### config.mk
export PLATFORM = sky130hd
export DESIGN_NAME = byte_level_pretokenizer_unit
export DESIGN_NICKNAME = d
export VERILOG_FILES = /design/src/rtl/core/blpt_pkg.sv /design/src/rtl/core/blpt_step.sv /design/src/rtl/core/blpt_outq.sv /design/src/rtl/core/byte_level_pretokenizer_unit.sv
export VERILOG_INCLUDE_DIRS = /design/src /design/src/rtl/core
export SDC_FILE = /design/constraint.sdc
export NUM_CORES = 1
export LEC_CHECK = 0
export ABC_AREA = 1
export BUFFER_PORTS_ARGS = -buffer_cell sky130_fd_sc_hd__buf_2
export CAP_MARGIN = 20
export CORE_UTILIZATION = 55
export DETAILED_ROUTE_END_ITERATION = 10
export PLACE_DENSITY = 0.72
export REMOVE_ABC_BUFFERS = 1
export SLEW_MARGIN = 0
export SYNTH_ARGS = -nofsm -noshare
export SYNTH_HDL_FRONTEND = slang
export SYNTH_SLANG_ARGS = --single-unit
### constraint.sdc
create_clock -name aclk -period 9.44 [get_ports aclk]
set_input_delay 0 -clock aclk [delete_from_list [all_inputs] [get_ports aclk]]
set_output_delay 0 -clock aclk [all_outputs]
set_load 0.03 [all_outputs]
### src/rtl/core/byte_level_pretokenizer_unit_assert.svh
// ----------------------------------------------------------------------------
// Assertion macros for the byte-level pretokenizer
// Concurrent checks clocked by aclk and held off while aresetn is low.
// ----------------------------------------------------------------------------
`ifndef BYTE_LEVEL_PRETOKENIZER_UNIT_ASSERT_SVH
`define BYTE_LEVEL_PRETOKENIZER_UNIT_ASSERT_SVH

// Check a condition that must hold at every edge.
`define BLPT_ASSERT_ALWAYS(label, cond, msg) \
    label: assert property (@(posedge aclk) disable iff (!aresetn) (cond)) else $error(msg);

// Check a consequence in the cycle after the trigger.
`define BLPT_ASSERT_NEXT(label, ante, cons, msg) \
    label: assert property (@(posedge aclk) disable iff (!aresetn) (ante) |=> (cons)) \
        else $error(msg);

// Check a consequence in the same cycle as the trigger.
`define BLPT_ASSERT_SAME(label, ante, cons, msg) \
    label: assert property (@(posedge aclk) disable iff (!aresetn) (ante) |-> (cons)) \
        else $error(msg);

`endif

### src/rtl/core/blpt_pkg.sv
// ----------------------------------------------------------------------------
// blpt_pkg
// Types, codes and byte classifiers shared by the pretokenizer modules.
// ----------------------------------------------------------------------------
package blpt_pkg;

    // Scan modes
    localparam logic [3:0] MODE_BOUNDARY     = 4'd0;
    localparam logic [3:0] MODE_SPACE        = 4'd1;
    localparam logic [3:0] MODE_ALPHA        = 4'd2;
    localparam logic [3:0] MODE_DIGIT        = 4'd3;
    localparam logic [3:0] MODE_PUNCT        = 4'd4;
    localparam logic [3:0] MODE_PUNCT_SP     = 4'd5;
    localparam logic [3:0] MODE_UTF8         = 4'd6;
    localparam logic [3:0] MODE_QUOTE        = 4'd7;
    localparam logic [3:0] MODE_QUOTE_LETTER = 4'd8;

    // Held letter codes
    localparam logic [1:0] HELD_NONE = 2'd0;
    localparam logic [1:0] HELD_L    = 2'd1;
    localparam logic [1:0] HELD_V    = 2'd2;
    localparam logic [1:0] HELD_R    = 2'd3;

    // Byte values
    localparam logic [7:0] QUOTE_BYTE = 8'h27;
    localparam logic [7:0] SPACE_BYTE = 8'h20;
    localparam logic [7:0] ASCII_TOP  = 8'h7F;
    localparam logic [7:0] CHAR_S     = 8'h73;
    localparam logic [7:0] CHAR_T     = 8'h74;
    localparam logic [7:0] CHAR_M     = 8'h6D;
    localparam logic [7:0] CHAR_D     = 8'h64;
    localparam logic [7:0] CHAR_L     = 8'h6C;
    localparam logic [7:0] CHAR_V     = 8'h76;
    localparam logic [7:0] CHAR_R     = 8'h72;
    localparam logic [7:0] CHAR_E     = 8'h65;

    // UTF-8 lead byte masks and patterns
    localparam logic [7:0] LEAD2_MASK = 8'hE0;
    localparam logic [7:0] LEAD2_PAT  = 8'hC0;
    localparam logic [7:0] LEAD3_MASK = 8'hF0;
    localparam logic [7:0] LEAD3_PAT  = 8'hE0;
    localparam logic [7:0] LEAD4_MASK = 8'hF8;
    localparam logic [7:0] LEAD4_PAT  = 8'hF0;

    // Result queue sizing
    localparam int MAX_RES  = 3;
    localparam int OQ_DEPTH = 8;
    localparam int PTR_W    = $clog2(OQ_DEPTH);
    localparam int CNT_W    = $clog2(OQ_DEPTH + 1);

    typedef struct packed {
        logic [7:0] data;
        logic       start;
        logic       done;
    } res_t;

    typedef struct packed {
        logic [3:0] mode;
        logic [1:0] left;
        logic [1:0] held;
    } scan_state_t;

    typedef struct packed {
        logic [1:0]                cnt;
        res_t [MAX_RES-1:0]        res;
        scan_state_t               next;
    } step_out_t;

    typedef struct packed {
        logic not_empty;
        logic room;
    } oq_status_t;

    typedef struct packed {
        logic       emit;
        logic       start;
        logic [3:0] mode;
        logic [1:0] left;
    } chunk_t;

    function automatic logic is_letter(input logic [7:0] b);
        return (b >= 8'h41 && b <= 8'h5A) || (b >= 8'h61 && b <= 8'h7A);
    endfunction

    function automatic logic is_num(input logic [7:0] b);
        return b >= 8'h30 && b <= 8'h39;
    endfunction

    function automatic logic is_ws(input logic [7:0] b);
        return b == SPACE_BYTE || (b >= 8'h09 && b <= 8'h0D);
    endfunction

    // Bytes still owed after a UTF-8 lead byte
    function automatic logic [1:0] lead_extra(input logic [7:0] b);
        if ((b & LEAD2_MASK) == LEAD2_PAT) return 2'd1;
        if ((b & LEAD3_MASK) == LEAD3_PAT) return 2'd2;
        if ((b & LEAD4_MASK) == LEAD4_PAT) return 2'd3;
        return 2'd0;
    endfunction

    function automatic res_t mk_res(input logic [7:0] b, input logic start);
        res_t r;
        r.data  = b;
        r.start = start;
        r.done  = 1'b0;
        return r;
    endfunction

    // Open a new chunk at this byte
    function automatic chunk_t begin_chunk(input logic [7:0] b, input logic eot,
                                           input logic [1:0] left);
        chunk_t c;
        c.emit  = 1'b1;
        c.start = 1'b1;
        c.left  = left;
        c.mode  = MODE_PUNCT;
        if (b == QUOTE_BYTE && !eot) begin
            c.emit = 1'b0;
            c.mode = MODE_QUOTE;
        end else if (b == SPACE_BYTE) begin
            c.mode = MODE_SPACE;
        end else if (is_letter(b)) begin
            c.mode = MODE_ALPHA;
        end else if (is_num(b)) begin
            c.mode = MODE_DIGIT;
        end else if (b > ASCII_TOP) begin
            c.left = lead_extra(b);
            c.mode = (c.left != 2'd0) ? MODE_UTF8 : MODE_BOUNDARY;
        end else if (is_ws(b)) begin
            c.mode = MODE_BOUNDARY;
        end
        return c;
    endfunction

    // Continue the current chunk or open a new one
    function automatic chunk_t feed(input logic [3:0] mode, input logic [1:0] left,
                                    input logic [7:0] b, input logic eot);
        chunk_t f;
        chunk_t cont;
        f          = begin_chunk(b, eot, left);
        cont.emit  = 1'b1;
        cont.start = 1'b0;
        cont.mode  = mode;
        cont.left  = left;
        case (mode)
            MODE_SPACE: begin
                if (is_letter(b)) begin
                    f = cont;
                    f.mode = MODE_ALPHA;
                end else if (is_num(b)) begin
                    f = cont;
                    f.mode = MODE_DIGIT;
                end else if (b > ASCII_TOP) begin
                    f = cont;
                    f.left = lead_extra(b);
                    f.mode = (f.left != 2'd0) ? MODE_UTF8 : MODE_BOUNDARY;
                end else if (!is_ws(b)) begin
                    f = cont;
                    f.mode = MODE_PUNCT_SP;
                end
            end
            MODE_ALPHA: begin
                if (is_letter(b)) f = cont;
            end
            MODE_DIGIT: begin
                if (is_num(b)) f = cont;
            end
            MODE_PUNCT: begin
                if (!is_ws(b) && !is_letter(b) && !is_num(b) && b <= ASCII_TOP) f = cont;
            end
            MODE_PUNCT_SP: begin
                if (!is_ws(b) && !is_letter(b) && !is_num(b)) f = cont;
            end
            MODE_UTF8: begin
                f = cont;
                f.left = left - 2'd1;
                f.mode = (f.left == 2'd0) ? MODE_BOUNDARY : MODE_UTF8;
            end
            default: ;
        endcase
        return f;
    endfunction

endpackage

### src/rtl/core/blpt_step.sv
// ----------------------------------------------------------------------------
// blpt_step
// Per-byte chunking logic: results and next scan state for one text byte.
// ----------------------------------------------------------------------------
module blpt_step import blpt_pkg::*; (
    input  logic [7:0]  text_byte,
    input  logic        end_of_text,
    input  scan_state_t cur,
    output step_out_t   step_o
);

    res_t [MAX_RES-1:0] res_w;
    logic [1:0]         n_w;
    scan_state_t        nxt;
    logic               handled;
    logic [7:0]         letter;
    logic [7:0]         want;
    chunk_t             fd;

    always_comb begin
        res_w   = '0;
        n_w     = 2'd0;
        nxt     = cur;
        handled = 1'b0;
        fd      = '0;
        letter  = (cur.held == HELD_V) ? CHAR_V : (cur.held == HELD_R) ? CHAR_R : CHAR_L;
        want    = (letter == CHAR_L) ? CHAR_L : CHAR_E;

        if (cur.mode == MODE_QUOTE) begin
            if (text_byte == CHAR_S || text_byte == CHAR_T ||
                text_byte == CHAR_M || text_byte == CHAR_D) begin
                res_w[n_w] = mk_res(QUOTE_BYTE, 1'b1);
                n_w        = n_w + 2'd1;
                res_w[n_w] = mk_res(text_byte, 1'b0);
                n_w        = n_w + 2'd1;
                nxt.mode   = MODE_BOUNDARY;
                handled    = 1'b1;
            end else if (!end_of_text && (text_byte == CHAR_L || text_byte == CHAR_V ||
                                          text_byte == CHAR_R)) begin
                // hold the letter until the next byte settles the contraction
                nxt.held = (text_byte == CHAR_L) ? HELD_L :
                           (text_byte == CHAR_V) ? HELD_V : HELD_R;
                nxt.mode = MODE_QUOTE_LETTER;
                handled  = 1'b1;
            end else begin
                res_w[n_w] = mk_res(QUOTE_BYTE, 1'b1);
                n_w        = n_w + 2'd1;
                nxt.mode   = MODE_PUNCT;
            end
        end else if (cur.mode == MODE_QUOTE_LETTER) begin
            res_w[n_w] = mk_res(QUOTE_BYTE, 1'b1);
            n_w        = n_w + 2'd1;
            nxt.held   = HELD_NONE;
            if (text_byte == want) begin
                res_w[n_w] = mk_res(letter, 1'b0);
                n_w        = n_w + 2'd1;
                res_w[n_w] = mk_res(text_byte, 1'b0);
                n_w        = n_w + 2'd1;
                nxt.mode   = MODE_BOUNDARY;
                handled    = 1'b1;
            end else begin
                res_w[n_w] = mk_res(letter, 1'b1);
                n_w        = n_w + 2'd1;
                nxt.mode   = MODE_ALPHA;
            end
        end

        if (!handled) begin
            fd = feed(nxt.mode, cur.left, text_byte, end_of_text);
            if (fd.emit) begin
                res_w[n_w] = mk_res(text_byte, fd.start);
                n_w        = n_w + 2'd1;
            end
            nxt.mode = fd.mode;
            nxt.left = fd.left;
        end

        // flush at end of text: mark the last result and drop all state
        if (end_of_text) begin
            if (n_w != 2'd0) res_w[n_w - 2'd1].done = 1'b1;
            nxt = '0;
        end
    end

    assign step_o.cnt  = n_w;
    assign step_o.res  = res_w;
    assign step_o.next = nxt;

endmodule

### src/rtl/core/blpt_outq.sv
// ----------------------------------------------------------------------------
// blpt_outq
// Result queue: takes up to three results a cycle, hands out one a cycle.
// ----------------------------------------------------------------------------
module blpt_outq import blpt_pkg::*; (
    input  logic               aclk,
    input  logic               aresetn,
    input  logic [1:0]         wr_cnt,
    input  res_t [MAX_RES-1:0] wr_data,
    input  logic               rd_en,
    output res_t               rd_data,
    output oq_status_t         status
);

    res_t             mem_reg [OQ_DEPTH];
    logic [PTR_W-1:0] head_reg;
    logic [PTR_W-1:0] head_next;
    logic [PTR_W-1:0] tail_reg;
    logic [PTR_W-1:0] tail_next;
    logic [CNT_W-1:0] count_reg;
    logic [CNT_W-1:0] count_next;

    assign head_next  = head_reg + PTR_W'(rd_en);
    assign tail_next  = tail_reg + PTR_W'(wr_cnt);
    assign count_next = count_reg + CNT_W'(wr_cnt) - CNT_W'(rd_en);

    always_ff @(posedge aclk) begin
        if (!aresetn) begin
            head_reg  <= '0;
            tail_reg  <= '0;
            count_reg <= '0;
        end else begin
            head_reg  <= head_next;
            tail_reg  <= tail_next;
            count_reg <= count_next;
        end
    end

    always_ff @(posedge aclk) begin
        for (int i = 0; i < MAX_RES; i++) begin
            if (i < int'(wr_cnt)) mem_reg[tail_reg + PTR_W'(i)] <= wr_data[i];
        end
    end

    assign rd_data          = mem_reg[head_reg];
    assign status.not_empty = (count_reg != '0);
    assign status.room      = (count_reg <= CNT_W'(OQ_DEPTH - MAX_RES));

    `include "byte_level_pretokenizer_unit_assert.svh"

    `BLPT_ASSERT_ALWAYS(a_oq_bound, count_reg <= CNT_W'(OQ_DEPTH), "result queue overflow")
    `BLPT_ASSERT_NEXT(a_oq_idle, (wr_cnt == 2'd0) && !rd_en, $stable(count_reg), "queue count moved while idle")
    `BLPT_ASSERT_SAME(a_oq_pop, rd_en, count_reg != '0, "pop from empty result queue")

endmodule

### src/rtl/core/byte_level_pretokenizer_unit.sv
// ----------------------------------------------------------------------------
// byte_level_pretokenizer_unit
// Streaming byte-level pretokenizer: passes each text byte through and marks
// the byte that opens every chunk (contraction, letter/digit/punctuation run,
// UTF-8 character, whitespace).
// ----------------------------------------------------------------------------
//  Channel  Dir  Payload                                   Handshake
//  s_       in   s_text_byte[7:0], s_end_of_text           s_valid / s_ready
//  m_       out  m_out_byte[7:0], m_chunk_start,           m_valid / m_ready
//                m_text_done
//
//  One request enters per cycle; each byte's results land in the result queue
//  on the edge that accepts it and leave one per cycle from the queue head.
//  A byte gives zero to three results (a held quote and letter, then the
//  byte itself), so input runs at one byte per cycle while output keeps pace.
//  s_ready drops only when the eight-entry result queue holds more than five
//  results; a stalled m_ready fills the queue and then holds off the input.
//  Synchronous active-low reset empties the queue and returns the scan state
//  to a chunk boundary; no clearing pass is needed.
// ----------------------------------------------------------------------------
module byte_level_pretokenizer_unit import blpt_pkg::*; (
    input  logic       aclk,
    input  logic       aresetn,
    input  logic       s_valid,
    output logic       s_ready,
    input  logic [7:0] s_text_byte,
    input  logic       s_end_of_text,
    output logic       m_valid,
    input  logic       m_ready,
    output logic [7:0] m_out_byte,
    output logic       m_chunk_start,
    output logic       m_text_done
);

    scan_state_t scan_reg;
    scan_state_t scan_next;
    step_out_t   step;
    oq_status_t  oq_status;
    res_t        head_res;
    logic        in_fire;
    logic [1:0]  push_cnt;

    // Classify the incoming byte against the current scan state
    blpt_step u_step (
        .text_byte   (s_text_byte),
        .end_of_text (s_end_of_text),
        .cur         (scan_reg),
        .step_o      (step)
    );

    assign in_fire   = s_valid && s_ready;
    assign push_cnt  = in_fire ? step.cnt : 2'd0;
    assign scan_next = in_fire ? step.next : scan_reg;

    // Advance the scan state only on an accepted request
    always_ff @(posedge aclk) begin
        if (!aresetn) begin
            scan_reg <= '0;
        end else begin
            scan_reg <= scan_next;
        end
    end

    // Queue the results; it also serves as the output register
    blpt_outq u_outq (
        .aclk    (aclk),
        .aresetn (aresetn),
        .wr_cnt  (push_cnt),
        .wr_data (step.res),
        .rd_en   (m_valid && m_ready),
        .rd_data (head_res),
        .status  (oq_status)
    );

    assign s_ready       = oq_status.room;
    assign m_valid       = oq_status.not_empty;
    assign m_out_byte    = head_res.data;
    assign m_chunk_start = head_res.start;
    assign m_text_done   = head_res.done;

    `include "byte_level_pretokenizer_unit_assert.svh"

    // A held letter exists only while its contraction is pending
    `BLPT_ASSERT_SAME(a_held_mode, scan_reg.held != HELD_NONE, scan_reg.mode == MODE_QUOTE_LETTER, "held letter outside quote-letter mode")
    // The end of text always returns the scanner to its reset state
    `BLPT_ASSERT_NEXT(a_eot_clear, in_fire && s_end_of_text, scan_reg == '0, "state not cleared at end of text")
    // UTF-8 continuation bytes are owed only inside a character
    `BLPT_ASSERT_SAME(a_utf8_left, scan_reg.left != 2'd0, scan_reg.mode == MODE_UTF8, "utf8 count outside utf8 mode")

endmodule
==> impl_metrics.py <==
metrics = {
    "run_status": {
        "status": "completed",
    },
    "cts": {
        "clock_path_buffers": 2,
        "cts_tree": "yes",
        "root_buffer": "clkbuf_16",
        "path_clk_slew_ns": 0.07,
        "htreeDepth": 3,
        "clk_latency_ns": 0.36,
        "cts_setup_buffers": 0,
        "clock-sinks": 98,
        "numCtsBuffers": 9,
        "hold_buffers": 1,
        "cts_resized": 0,
    },
    "timing": {
        "tightest_slew_ns": 1.04,
        "rsz0062_at_grt": "no",
        "fin_crit_sh_pct": 49.2,
        "skew_ns": 0.00605,
        "tns_ns": 0,
        "setup_viol": 0,
        "fmax_mhz": 215,
        "max-slew-margin-rel_pct": 30.5,
        "drv_slew": 0,
        "period_minus_slack_ns": 4.64,
        "hold_violations": 0,
    },
    "grt": {
        "track_usage_pct": 34.3,
        "grt_start_max_net_pins": 42,
        "antenna_found_initial": 0,
        "grt-ovfl-total": 0,
        "first_global_vias": 6803,
        "grt_pass1_wl_um": 37400,
    },
    "min_path": {
        "hp-class": "primary input to register",
    },
    "cells_and_area": {
        "area_growth_pct": 6.28,
        "fillCellCount": 1306,
        "final_nets": 1154,
        "final_cell_mix": "nand2_1, nor2_1, nand3_1, edfxtp_1, inv_1",
        "final_common_cell": "nand2_1",
        "drive_gt1_share_pct": 11.0,
        "final_cells": 1309,
        "utilization_pct": 59.7,
        "design_area_um2": 8260,
        "diodes": 0,
        "largest_reg_flops": 80,
    },
    "placement": {
        "dp.cells": 1292,
        "dp_hpwl_um": 17600,
        "gp_congestion": 0.955,
        "post_dp_cell_area_um2": 7950,
        "io_buffers": 24,
    },
    "route": {
        "wl_per_cell_um": 18.7,
        "drt_pass1_iterations": 8,
        "vias": 7797,
        "drc": 0,
        "drtIter0Drc": 1053,
        "drt-total-wl_um": 24500,
        "vias_per_cell": 5.96,
        "antenna_left": 0,
    },
    "worst_setup_path": {
        "arrival_ns": 4.94,
        "critical_path.max_stage_delay_ns": 0.67,
        "worstPathRequired_ns": 9.74,
        "path_cells": "nand4_1 -> nor2_1 -> nand2_1 -> nand3_4 -> inv_2 -> nand4_1 -> nand2_2 -> nor2_4 -> nand3_4 -> nand3_4 -> nand3_2 -> ha_1 -> inv_1 -> ha_1 -> nand2_1 -> nor2_1 -> a211oi_1 -> o21ai_0 -> a21oi_1",
        "path_max_fanout": 14,
        "path_common_cell": "nand3_4",
        "crit_type": "register to register",
        "startpoint_type": "register",
        "cp-end-kind": "register",
        "slowest_stage": "nand3_2",
    },
    "synthesis": {
        "synthArstFlopShare_pct": 0,
        "synth.distinct_cells": 47,
        "synth_area_um2": 7770,
        "yosysSeqAreaShare_pct": 35.5,
        "synth_flop_cell": "edfxtp_1",
        "yosys_warnings": 0,
        "ys_ff_latch": 98,
        "synth_edf_count": 80,
        "synthesis.instances": 1122,
        "syn_area_per_cell_um2": 6.93,
    },
    "power": {
        "power_leakage_uw": 0.00371,
        "switchingPower_uw": 621,
        "pwr-share-seq_pct": 35.5,
        "fin_total_pwr_uw": 1530,
        "ir_drop_mv": 0.131,
        "share_comb_of_total_power_pct": 39.7,
        "power_density_nw_per_um2": 185,
        "swShare_pct": 40.7,
        "p_int_uw": 904,
        "power_frac_clock_pct": 24.8,
    },
    "floorplanning": {
        "io_pins": 25,
        "core_region_area_um2": 13800,
        "die_y_um": 121,
        "fp.dieW_um": 121,
        "num_rows": 43,
        "initial_core_util_pct": 56.2,
        "die-area_um2": 14600,
    },
    "job": {
        "drv_cap": 0,
    },
}
power by group through the flow:
stage | Sequential (uW) | Combinational, uW | Clock (uW)
5_1_grt | 544 | 662 | 393
2_1_floorplan | 559 | 400 | 0
3_3_place_gp | 550 | 579 | 0
6_report | 542 | 605 | 379
4_1_cts | 541 | 600 | 378
3_5_place_dp | 550 | 597 | 0
layout make-up:
| type | count | area, um^2 | area share (%) |
|---|---|---|---|
| inverters | 92 | 348 | 4.21 |
| multi-input cells | 895 | 4460 | 53.9 |
| clock inverters | 5 | 62.6 | 0.757 |
| flip-flops and latches | 98 | 2760 | 33.4 |
| well taps | 180 | 225 | 2.73 |
| clock buffers | 11 | 233 | 2.82 |
| repair buffers | 28 | 173 | 2.09 |
final timing paths:
check | slack, ns | cells after the start | end | start
setup / recovery | 4.80 | 19 | u_outq.count_reg[3] | scan_reg[6]
hold / removal | 0.11 | 5 | u_outq.head_reg[0] | m_ready
setup reg to reg | 4.80 | 19 | u_outq.count_reg[3] | scan_reg[6]
hold reg to reg | 0.46 | 2 | scan_reg[3] | scan_reg[3]
logic make-up after synthesis:
family / count (synthesis) / synth area share [%]
simple gates: 751 / 43.8
buf+inv: 129 / 7.12
compound gates: 120 / 9.27
flops: 98 / 35.5
fa+ha+maj: 17 / 2.93
xor+xnor: 4 / 0.451
mux: 3 / 0.869
per-layer routing:
layer,track usage (%),share of wire (%),vias to the layer above
li1,-,-,3734
met1,45.2,39,3470
met2,54.4,45,498
met3,5.22,10,93
met4,17.9,5.4,2
met5,0,0.17,-
critical path: cells and delay by family, from the launching register on:
kind | cells | cell delay (ns)
simple gates | 12 | 2.64
buf+inv | 2 | 0.12
flops | 1 | 0.42
fa+ha+maj | 2 | 0.92
compound gates | 3 | 0.47
Yosys cell counts, types with 8 or more instances:
cell type	n	share of area, %
nand2_1	423	20
nor2_1	121	5.8
nand3_1	118	7.6
edfxtp_1	80	31
inv_1	66	3.2
o21ai_0	55	3.5
nand4_1	29	2.3
clkbuf_1	19	0.92
a21oi_1	18	1.2
dfxtp_1	18	4.6
inv_2	17	0.82
ha_1	15	2.4
nand2_2	13	1.0
a31oi_1	12	0.97
o22ai_1	11	0.89
nor3_1	10	0.64
buf_2	9	0.58
clkinv_1	8	0.39
per-stage QoR:
step	hold slack, ns	setup WS (ns)
final	0.111	4.80
after global routing	0.156	4.48
after CTS	0.115	4.85
after detailed placement	0.278	4.87
after global placement	0.271	4.98
after floorplan	0.0935	5.43
(Power assumes the default switching activity.)
